===== src/rtl/tts_pkg.sv =====
// Shared types, constants and helpers for the tournament tree sorter.
package tts_pkg;

	localparam int MAX_RECORDS = 64;
	localparam int MAX_GRADES  = 4;
	localparam int GRADE_W     = 10;
	localparam int IDX_W       = 6;
	localparam int CNT_W       = 7;
	localparam int NODE_W      = 7;
	localparam int NG_W        = 3;
	localparam int DEPTH_W     = 3;
	localparam int TREE_NODES  = 2 * MAX_RECORDS;

	typedef enum logic [3:0] {
		S_LOAD,
		S_START,
		S_KIDS,
		S_REC,
		S_CMP,
		S_TIE,
		S_EM_RD,
		S_EM_REC,
		S_EM_OUT,
		S_FIN
	} state_t;

	typedef struct packed {
		logic load;
		logic start;
		logic kids;
		logic root;
		logic rec;
		logic cmp;
		logic tie_wr;
		logic node_dec;
		logic climb;
		logic out_load;
		logic finish;
	} cmd_t;

	typedef struct packed {
		logic p_root;
		logic depth_zero;
		logic all_done;
		logic emit_last;
		logic out_free;
	} stat_t;

	// smallest d with 2^d >= n, capped at 6
	function automatic logic [DEPTH_W-1:0] depth_of(input logic [CNT_W-1:0] n);
		logic [DEPTH_W-1:0] d;
		d = 3'd6;
		if (n <= 7'd32) d = 3'd5;
		if (n <= 7'd16) d = 3'd4;
		if (n <= 7'd8)  d = 3'd3;
		if (n <= 7'd4)  d = 3'd2;
		if (n <= 7'd2)  d = 3'd1;
		if (n <= 7'd1)  d = 3'd0;
		return d;
	endfunction

	function automatic logic [NG_W-1:0] grades_used(input logic [NG_W-1:0] ng);
		return (ng > NG_W'(MAX_GRADES)) ? NG_W'(MAX_GRADES) : ng;
	endfunction

endpackage


===== src/rtl/tts_ctrl.sv =====
// Sequencer: load, tree build, emit and path replay.
module tts_ctrl (
	input  logic             clk,
	input  logic             arst_n,
	input  logic             in_valid,
	input  logic             in_last,
	output logic             in_ready,
	input  tts_pkg::stat_t   stat,
	output tts_pkg::cmd_t    cmd
);

	tts_pkg::state_t state_q, state_n;
	logic replay_q, replay_n;

	always_ff @(posedge clk or negedge arst_n) begin
		if (!arst_n) begin
			state_q  <= tts_pkg::S_LOAD;
			replay_q <= 1'b0;
		end else begin
			state_q  <= state_n;
			replay_q <= replay_n;
		end
	end

	always_comb begin
		state_n  = state_q;
		replay_n = replay_q;
		cmd      = '0;
		in_ready = 1'b0;
		unique case (state_q)
			tts_pkg::S_LOAD: begin
				in_ready = 1'b1;
				if (in_valid) begin
					cmd.load = 1'b1;
					if (in_last) state_n = tts_pkg::S_START;
				end
			end
			tts_pkg::S_START: begin
				cmd.start = 1'b1;
				replay_n  = 1'b0;
				state_n   = tts_pkg::S_KIDS;
			end
			tts_pkg::S_KIDS: begin
				// a single record leaves no match to play
				if (!replay_q && stat.depth_zero) begin
					state_n = tts_pkg::S_EM_RD;
				end else begin
					cmd.kids = 1'b1;
					state_n  = tts_pkg::S_REC;
				end
			end
			tts_pkg::S_REC: begin
				cmd.rec = 1'b1;
				state_n = tts_pkg::S_CMP;
			end
			tts_pkg::S_CMP: begin
				cmd.cmp = 1'b1;
				state_n = tts_pkg::S_TIE;
			end
			tts_pkg::S_TIE: begin
				cmd.tie_wr = 1'b1;
				if (stat.p_root) begin
					if (replay_q && stat.all_done) state_n = tts_pkg::S_FIN;
					else state_n = tts_pkg::S_EM_RD;
				end else begin
					if (replay_q) cmd.climb = 1'b1;
					else cmd.node_dec = 1'b1;
					state_n = tts_pkg::S_KIDS;
				end
			end
			tts_pkg::S_EM_RD: begin
				cmd.root = 1'b1;
				state_n  = tts_pkg::S_EM_REC;
			end
			tts_pkg::S_EM_REC: begin
				cmd.rec = 1'b1;
				state_n = tts_pkg::S_EM_OUT;
			end
			tts_pkg::S_EM_OUT: begin
				if (stat.out_free) begin
					cmd.out_load = 1'b1;
					replay_n     = 1'b1;
					if (stat.depth_zero) begin
						state_n = stat.emit_last ? tts_pkg::S_FIN : tts_pkg::S_EM_RD;
					end else begin
						state_n = tts_pkg::S_KIDS;
					end
				end
			end
			tts_pkg::S_FIN: begin
				cmd.finish = 1'b1;
				state_n    = tts_pkg::S_LOAD;
			end
			default: state_n = tts_pkg::S_LOAD;
		endcase
	end

endmodule


===== config.mk =====
export PLATFORM = sky130hd
export DESIGN_NAME = tts_ctrl
export DESIGN_NICKNAME = d
export VERILOG_FILES = /design/src/rtl/tts_pkg.sv /design/src/rtl/tts_ctrl.sv
export SDC_FILE = /design/constraint.sdc
export NUM_CORES = 1
export LEC_CHECK = 0
export ABC_AREA = 1
export ABC_CLOCK_PERIOD_IN_PS = 1500
export BUFFER_PORTS_ARGS = -buffer_cell sky130_fd_sc_hd__buf_4
export CAP_MARGIN = 25
export CORE_MARGIN = 3
export CORE_UTILIZATION = 31
export DETAILED_ROUTE_END_ITERATION = 10
export SYNTH_ARGS = -nofsm -noshare
export SYNTH_HDL_FRONTEND = slang
export SYNTH_SLANG_ARGS = --single-unit

===== constraint.sdc =====
create_clock -name clk -period 1.5 [get_ports clk]
set_clock_uncertainty 0.2 [all_clocks]
set_input_delay 0.075 -clock clk [delete_from_list [all_inputs] [get_ports clk]]
set_output_delay 0.075 -clock clk [all_outputs]
set_load 0.03 [all_outputs]

# --- Word-level counts from Yosys, hierarchy flattened ---
# Cells that the tools add are included.
word_totals:
  register_bits: 5
  in_bits: 9
  out_inout_bits: 12
  word_cells: 49
classes:
  eq_ne: 12
  muxes: 27
  reduce_logical: 8
ops:
  columns: ["cell", "n"]
  rows:
  - ["4-bit one-hot mux with 9 select lines", 1]
  - ["4-bit 2-to-1 mux", 7]
  - ["4-bit by 3-bit equality test with 1-bit output, second input constant", 4]
  - ["1-bit 2-to-1 mux", 15]
  - ["4-bit by 2-bit equality test with 1-bit output, second input constant", 2]
  - ["4-bit equality test, second input constant", 2]
  - ["3-bit 2-to-1 mux", 2]
  - ["2-bit inequality test, second input constant", 3]
  - ["4-bit by 1-bit equality test with 1-bit output, second input constant", 1]
  - ["4-bit logical NOT", 1]
  - ["3-bit AND reduction", 1]
  - ["1-bit logical AND", 2]
  - ["2-bit 2-to-1 mux", 1]
  - ["1-bit one-hot mux with 2 select lines", 1]
  - ["2-bit AND reduction", 1]
  - ["2-bit nonzero test", 1]
  - ["2-bit OR reduction", 1]
  - ["1-bit logical NOT", 1]

# --- Depth between registers and ports, before layout ---
# Gate-level depths: netlist of the first run.
depth:
  word_depth: 4
  depth_mapped: 7
  mapped_depth_nobuf: 7

# --- Least setup slack after synthesis of the first run ---
# No wires, ideal clock.
synth_path:
  path_type: "reg-to-output"
  startpoint: "register state_q[3]"
  endpoint: "output port cmd[2] (netlist bit)"
  arrival_time_ns: 1.571
  t_required_ns: 1.225
  setup_slack_ns: -0.346
  stages_incl_launch_ff: 6
  path_buffers: 0
  cell_sequence: "dfrtp_1 > inv_2 > nand2_1 > nor2_4 > inv_2 > nor3_1"
synth_rtl:
  columns: ["item", "line", "source"]
  rows:
  - ["start, declared", "tts_ctrl.sv:12", "tts_pkg::state_t state_q, state_n;"]
  - ["start signal, assigned", "tts_ctrl.sv:17", "state_q <= tts_pkg::S_LOAD;"]
  - ["start signal, assigned", "tts_ctrl.sv:20", "state_q <= state_n;"]
  - ["end, declared", "tts_ctrl.sv:9", "output tts_pkg::cmd_t cmd"]

==> flow_summary.toml, run 1 <==
[global_route]
grt_pass1_vias = 563
antenna_found_initial = 0
grt_usage_pct = 16.4
grt_pass1_wl_mm = 2.35
overflow = 0
grt_start_max_net_pins = 7

[detailed_routing]
remaining_drc_errors = 0
ant_nets = 0
vias = 615
routedWlPerCell_um = 11.2
drt_iter0_drc = 5
wirelength_mm = 1.49
via_per_inst = 4.62
drtPass1Iterations = 4

[clock_tree]
clkTransAtPathRegs_ns = 0.04
cts_buffer_depth = 2
clock_latency_ns = 0.24
clock_sinks = 5
tritoncts = "done"
htree_levels = 1
cts_buffers = 3
root_buffer = "clkbuf_4"

[critical_path]
arrival_ns = 1.32
crit_path_max_fanout = 3
crit_type = "reg -> out"
end_kind = "primary output"
worstPathRequired_ns = 1.22
start_kind = "flop"

[pwr]
vdd_ir_drop_max_mv = 0.927
leakagePower_nw = 0.518
power.density_nw_per_um2 = 1720

[sta]
whs_ns = 0.0458
final-hold-violation-count = 0
slew_headroom_pct = 83.1
drv_slew = 0
fmax_ghz = 0.625
post-route-period-util_pct = 107
worst_slack_ns = -0.0992
rsz0062_at_grt = "true"
worst_pin_slew_ns = 0.253
fin_crit_ns = 1.60
setup_violations = 13

[place]
dp_hpwl_mm = 1.06
dpl_cell_area_um2 = 671
globalplace.congestion = 0.756
portBuffers = 20

[die]
rows = 13
core_area_um2 = 1370
pin_count = 21
start_util_pct = 34.9
die_w_um = 45.2
fp.dieArea_um2 = 2040
die_h_um = 45.2

[yosys]
synth_area_leaders = "dfrtp_1 26%, nand2_1 13%, nand3_1 12%"
netlist-cell-type-count = 18
synth_edf_count = 0
synthCells = 77
ys.flop_type = "dfrtp_1"
synth_seq_area_share_pct = 26.2
ys_top_cells_by_count = "16 x nand2_1, 11 x inv_1, 11 x nand3_1, 11 x nor2_1"
async_reset_ff_share_pct = 100
syn_nets = 86
synth-seq-cells = 5
synth_top_area_cell = "dfrtp_1"
synthMostInstantiatedCell = "nand2_1"
post_synth.cell_area_avg_um2 = 6.19
synth_area_um2 = 477
synth_top_area_share_pct = 26.2
synth_warnings = 0

[layout]
fin_area_um2 = 913
n_antenna_cell = 0
drive_gt1_share_pct = 53.4
fin_nets = 128
synthToLayoutAreaGrowth_pct = 91.6

[flow_run]
maxCapViolCount = 0

[run_status]
status = "finished with violations"
failed_checks = "negative setup slack"

[min_path]
hold_path_class = "in -> reg"
## final timing paths
path / startpoint / end / cells past startpoint / slack [ns]
hold / removal: in_last / state_q[2] / 5 / 0.05
hold reg to reg: replay_q / replay_q / 2 / 0.47
setup reg to reg: state_q[0] / state_q[1] / 9 / -0.07
min in group asynchronous: arst_n / state_q[3] / 3 / 0.58
setup / recovery: state_q[1] / cmd[3] / 6 / -0.1
max in group asynchronous: arst_n / state_q[2] / 3 / 0.30
## final cells by class
type                    instances  area [um^2]
clock buffers                   4         26.3
fillers                       116          453
inverters                      17         66.3
multi-input cells              55          349
flip-flops and latches          5          126
well taps                      15         18.8
repair buffers                 37          327
## metrics by stage
stage | TNS, ns | setup WS (ns) | power, mW | utilization [%] | cells
2_1_floorplan | -0.198 | -0.0989 | 0.769 | - | 77
3_3_place_gp | 0 | 0.107 | 1.02 | 49.1 | 114
3_5_place_dp | 0 | 0.0702 | 1.02 | 49.1 | 114
4_1_cts | -0.569 | -0.111 | 1.28 | 56.3 | 124
5_1_grt | -1.90 | -0.193 | 1.70 | 66.8 | 133
6_report | -0.751 | -0.0992 | 1.57 | 66.8 | 133
## cells in the final DEF, fill, tap and decap left out, types with 4 or more instances in the layout
cell type   n
buf_4      23
buf_6      11
dfrtp_1     4
inv_1       7
inv_2       8
nand2_1    14
nand3_1    10
nor2_1     10
nor2_4      6
## power by group
| part | switching [mW] | total [mW] | internal (mW) |
|---|---|---|---|
| Combinational | 0.634 | 1.18 | 0.548 |
| Sequential | 0.0567 | 0.234 | 0.178 |
| Clock | 0.0550 | 0.156 | 0.101 |
## sequential cells by signal, summed over array words and instances (netlist names)
register / cells
replay_q: 1
state_q: 4
## critical path: stages, from the launching register on
cell and delay [ns]:
dfrtp_1 0.42, inv_2 0.13, nand2_4 0.07, nor2_4 0.11, inv_2 0.06, nor3_2 0.11, buf_4 0.18
## per-layer routing
metal,up-vias,routed length [um],track usage [%]
li1,320,-,-
met1,272,608,19.6
met2,21,760,26.3
met3,2,107,4.78
met4,0,12,8.77
met5,-,0,0
## repair_timing
action,CTS,global route
endpoints found under the setup margin,11,14
setup buffers,3,11
gates resized for setup,5,23
hold buffers,3,0
endpoints found under the hold margin,7,0
pin swaps,1,3
gates cloned,0,0
## logic make-up (layout without fill, tap and decap cells)
group	after synthesis	in the layout	synth area share (%)
AOI/OAI and AO/OA	3	3	5.51
and+or+nand+nor	52	52	54.9
buffers and inverters	17	58	13.4
DFF	5	5	26.2
No activity file was read; power rests on OpenSTA's default activity.
==> run 2, diff against run 1 <==
--- a/config.mk
+++ b/config.mk
@@ -12,6 +12,7 @@
 export CORE_MARGIN = 3
 export CORE_UTILIZATION = 31
 export DETAILED_ROUTE_END_ITERATION = 10
+export PLACE_DENSITY = 0.52
 export SYNTH_ARGS = -nofsm -noshare
 export SYNTH_HDL_FRONTEND = slang
 export SYNTH_SLANG_ARGS = --single-unit
==> run 2 against run 1 <==
  * Worst setup slack improved by 0.0095 ns
  * Flip-flop and latch count unchanged
  * The flow still finishes with violations (negative setup slack)
  * Highest routed layer unchanged
  * Largest cell class is now non-clock buffers
  * Register-to-register slack improved by 0.04 ns
==> flow_summary.toml, run 2 (synthesized netlist as in run 1, its figures left out) <==
[critical_path]
start_kind = "flop"
worstPathRequired_ns = 1.22
startpoint = "state_q[3]"
r2r_start = "state_q[3]"
end_kind = "primary output"
arrival_ns = 1.31
critPathMaxStageDelay_ns = 0.41
crit_path_max_fanout = 4
cpMaxStageDelayCell = "dfrtp_1"
path_cells = "buf_4 > nor2_4 > nand3_1 > inv_1 > buf_6"
crit_type = "reg -> out"

[layout]
top_register = "state_q"
fin_nets = 131
mostFrequentLayoutCells = "26 x buf_4, 13 x nand2_1, 10 x nor2_1, 10 x buf_6"
reg.largest.list = "state_q x4, replay_q x1"
fillers = 129
largest_reg_flops = 4
synthToLayoutAreaGrowth_pct = 96.9
fin_area_um2 = 938
final_common_cell = "buf_4"
drive_gt1_share_pct = 57.9
n_antenna_cell = 0

[min_path]
hold_path_class = "in -> reg"
hold_start = "in_last"

[detailed_routing]
top_layer_used = "met4"
dr_wl_met2_um = 815
wl_met3_um = 110
vias = 637
drtPass1Iterations = 4
via_per_inst = 4.68
drt_iter0_drc = 9
wl_met1_um = 639
routedWlPerCell_um = 11.8
wirelength_mm = 1.60
ant_nets = 0
remaining_drc_errors = 0

[place]
portBuffers = 20
dpl_cell_area_um2 = 671
globalplace.congestion = 0.737
dp_hpwl_mm = 1.09

[sta]
worst_pin_slew_ns = 0.242
slew_headroom_pct = 83.8
setup_violations = 11
fin_setup_tns_ns = -0.691
post-route-period-util_pct = 106
rsz0062_at_grt = "true"
fmax_ghz = 0.629
drv_slew = 0
fin_crit_ns = 1.59
worst_slack_ns = -0.0897
final-hold-violation-count = 0

[clock_tree]
cts_buffers = 3
clock_latency_ns = 0.24
root_buffer = "clkbuf_4"
tritoncts = "done"
clkTransAtPathRegs_ns = 0.04
htree_levels = 1
clock_sinks = 5
cts_buffer_depth = 2

[flow_run]
maxCapViolCount = 0

[pwr]
leakagePower_nw = 0.516
vdd_ir_drop_max_mv = 1.10
power.density_nw_per_um2 = 1610

[run_status]
failed_checks = "negative setup slack"
status = "finished with violations"

[global_route]
grt_pass1_vias = 573
grt_usage_pct = 16.9
grt_pass1_wl_mm = 2.44
antenna_found_initial = 0
grt_start_max_net_pins = 6
overflow = 0

[die]
start_util_pct = 34.9
core_area_um2 = 1370
fp.dieArea_um2 = 2040
die_h_um = 45.2
pin_count = 21
die_w_um = 45.2
rows = 13
run 2: path summary, 6_finish.rpt:
kind / to / slack [ns] / depth (start not counted)
min in group asynchronous: state_q[3] / 0.56 / 3
hold reg to reg: replay_q / 0.47 / 3
setup / recovery: cmd[8] / -0.09 / 5
hold / removal: state_q[2] / 0.05 / 5
max in group asynchronous: state_q[1] / 0.32 / 3
setup reg to reg: state_q[1] / -0.03 / 9
run 2: area by class of cell:
class	instances	area, um^2	area share [%]
Timing Repair Buffer	40	358	38.1
Multi-Input combinational cell	55	343	36.5
Sequential cell	5	129	13.7
Inverter	17	63.8	6.80
Clock buffer	4	26.3	2.80
Tap cell	15	18.8	2.00
run 2: repair_timing:
item                       4_1_cts  5_1_grt
pin swaps                        2        4
hold buffers                     3        0
resized for setup               10       18
buffers inserted                 8        7
setup endpoints to repair       10       13
hold endpoints to repair         7        0
run 2: power breakdown:
part / total [mW] / internal [mW] / switching [mW] / leakage, nW
registers: 0.254 / 0.182 / 0.0714 / 0.0624
clock network: 0.153 / 0.100 / 0.0530 / 0.0150
logic: 1.10 / 0.495 / 0.608 / 0.439
run 2: critical path: cells and delay by family, from the launching register on:
family | cells | cell delay (ns)
buffers and inverters | 3 | 0.38
and+or+nand+nor | 2 | 0.29
DFF | 1 | 0.41
run 2: metal layers:
layer / GRT usage, % / up-vias
met5: 0 / -
li1: - / 323
met1: 18.2 / 287
met3: 7.17 / 6
met4: 7.02 / 0
met2: 28.8 / 21
run 2: stage by stage:
step	total power, mW	cells	utilization, %	hold WS (ns)	worst slack, ns
global placement	1.03	114	49.1	-0.320	0.0806
global route	1.62	136	68.7	0.0830	-0.168
CTS	1.34	129	60.3	0.0593	-0.0908
finish	1.51	136	68.7	0.0514	-0.0897
detailed placement	1.02	114	49.1	-0.320	0.0750
floorplan	0.769	77	-	-0.421	-0.0989
==> run 3, diff against run 2 <==
--- a/config.mk
+++ b/config.mk
@@ -9,10 +9,13 @@
 export ABC_CLOCK_PERIOD_IN_PS = 1500
 export BUFFER_PORTS_ARGS = -buffer_cell sky130_fd_sc_hd__buf_4
 export CAP_MARGIN = 25
+export CELL_PAD_IN_SITES_DETAIL_PLACEMENT = 0
+export CELL_PAD_IN_SITES_GLOBAL_PLACEMENT = 1
 export CORE_MARGIN = 3
-export CORE_UTILIZATION = 31
+export CORE_UTILIZATION = 29
 export DETAILED_ROUTE_END_ITERATION = 10
-export PLACE_DENSITY = 0.52
+export PLACE_DENSITY = 0.71
+export SKIP_LAST_GASP = 1
 export SYNTH_ARGS = -nofsm -noshare
 export SYNTH_HDL_FRONTEND = slang
 export SYNTH_SLANG_ARGS = --single-unit
==> run 3 against run 2 <==
  * Die area up 6.0%
  * Clock power up 5%
  * Worst setup slack worse by 0.0031 ns
  * Routed wire length up 0.56%
  * Critical endpoint unchanged
  * Core utilization down 8.1 points
  * Flip-flop and latch count unchanged
  * First-iteration DRC count up 67%
  * Largest cell class is now multi-input combinational cells
  * The run still ends with negative setup slack left
  * Count of clock-buffer cells in the layout unchanged
  * Maximum frequency down 0.20%
  * Critical path depth unchanged
  * Critical path type unchanged
  * Final area down 1.6%
==> flow_summary.toml, run 3 (synthesized netlist as in run 1, its figures left out) <==
[run_status]
status = "finished with violations"
failed_checks = "negative setup slack"

[die]
die_w_um = 46.5
pin_count = 21
core_area_um2 = 1520
fp.dieArea_um2 = 2170
die_h_um = 46.5
start_util_pct = 31.3
rows = 14

[layout]
synthToLayoutAreaGrowth_pct = 93.7
fin_nets = 125
reg.largest.list = "state_q x4, replay_q x1"
fin_area_um2 = 923
final_common_cell = "buf_4"
top_register = "state_q"
fillers = 139
post-route-util_pct = 60.6
mostFrequentLayoutCells = "21 x buf_4, 12 x nand2_1, 9 x buf_6"
multi_input_area_um2 = 373
n_antenna_cell = 0
drive_gt1_share_pct = 59.1
regArea_um2 = 129
largest_reg_flops = 4

[detailed_routing]
vias = 617
wirelength_mm = 1.61
remaining_drc_errors = 0
ant_nets = 0
routedWlPerCell_um = 12.3
drt_iter0_drc = 15
via_per_inst = 4.71
drtPass1Iterations = 4

[place]
dpl_cell_area_um2 = 664
dp_hpwl_mm = 1.08
portBuffers = 20
globalplace.congestion = 0.769

[sta]
post-route-period-util_pct = 106
rsz0062_at_grt = "true"
final-hold-violation-count = 0
setup_violations = 9
worst_pin_slew_ns = 0.279
slew_headroom_pct = 81.3
fmax_ghz = 0.628
fin_crit_ns = 1.59
worst_slack_ns = -0.0928
whs_ns = 0.0260
drv_slew = 0

[clock_tree]
htree_levels = 1
clkTransAtPathRegs_ns = 0.05
clock_latency_ns = 0.25
tritoncts = "done"
clock_sinks = 5
cts_buffer_depth = 2
root_buffer = "clkbuf_4"
cts_buffers = 3

[critical_path]
worstPathRequired_ns = 1.22
crit_type = "reg -> out"
path_delay_family = "flip-flops"
cpMaxStageDelayCell = "dfrtp_2"
arrival_ns = 1.32
end_kind = "primary output"
crit_path_max_fanout = 4
crit_top_cell = "buf_6"
crit_buf_inv = 3
critPathMaxStageDelay_ns = 0.47
start_kind = "flop"
path_cells = "nor2_4 > buf_6 > nand3_4 > inv_2 > buf_6"

[pwr]
leakagePower_nw = 0.498
vdd_ir_drop_max_mv = 1.18
power.density_nw_per_um2 = 1700

[global_route]
use_met2_pct = 27.2
use_met3_pct = 6.25
grt_start_max_net_pins = 6
top_usage_layer = "met2"
grt_pass1_wl_mm = 2.42
grt_use_met1_pct = 18.6
grt_pass1_vias = 554
antenna_found_initial = 0
grt_usage_pct = 16.2
overflow = 0

[min_path]
hold_path_class = "in -> reg"

[flow_run]
maxCapViolCount = 0
## run 3: final timing paths
check	cells past startpoint	startpoint	slack, ns	endpoint
min in group asynchronous	3	arst_n	0.60	replay_q
worst max-delay path	5	state_q[2]	-0.09	cmd[8]
worst min register to register	2	replay_q	0.51	replay_q
max in group asynchronous	3	arst_n	0.25	state_q[3]
worst min-delay path	5	in_last	0.03	state_q[2]
worst max register to register	7	state_q[2]	-0.03	state_q[3]
## run 3: stage by stage
stage	TNS, ns	setup WS [ns]	power, mW	cells
3_5_place_dp	0	0.0950	1.00	114
5_1_grt	-0.947	-0.130	1.68	131
2_1_floorplan	-0.198	-0.0989	0.769	77
3_3_place_gp	0	0.0674	1.01	114
6_report	-0.389	-0.0928	1.57	131
4_1_cts	-0.326	-0.0685	1.35	128
## run 3: worst register-to-register path: stages, from the launching register on
cell and delay, ns:
dfrtp_2 0.47, nor2_4 0.21, nand2_4 0.09, buf_4 0.15, o21ai_4 0.16, inv_2 0.04, nand2_1 0.05, nand2_1 0.04
## run 3: final cells by class
| cell class | count | share of cell area, % |
|---|---|---|
| Clock buffer | 4 | 2.85 |
| Inverter | 17 | 7.18 |
| Multi-Input combinational cell | 55 | 40.4 |
| Sequential cell | 5 | 14.0 |
| Tap cell | 16 | 2.17 |
| Timing Repair Buffer | 34 | 33.5 |
## run 3: report_power, final
part	leakage, nW	switching, mW	internal, mW	total, mW
clock	0.0150	0.0588	0.101	0.160
combinational	0.421	0.634	0.524	1.16
sequential	0.0621	0.0753	0.181	0.256
total	0.498	0.768	0.805	1.57
## run 3: timing repair
action	4_1_cts	5_1_grt
setup buffers	7	3
setup endpoints to repair	10	15
pin swaps	4	6
hold endpoints to repair	7	0
gates resized for setup	11	24
hold buffers	3	0
## run 3: routing by layer
metal,share of wire (%),vias up,routed length (um)
li1,-,314,-
met5,0,-,0
met4,1.1,0,17
met3,8.1,2,130
met1,40,275,646
met2,51,26,814
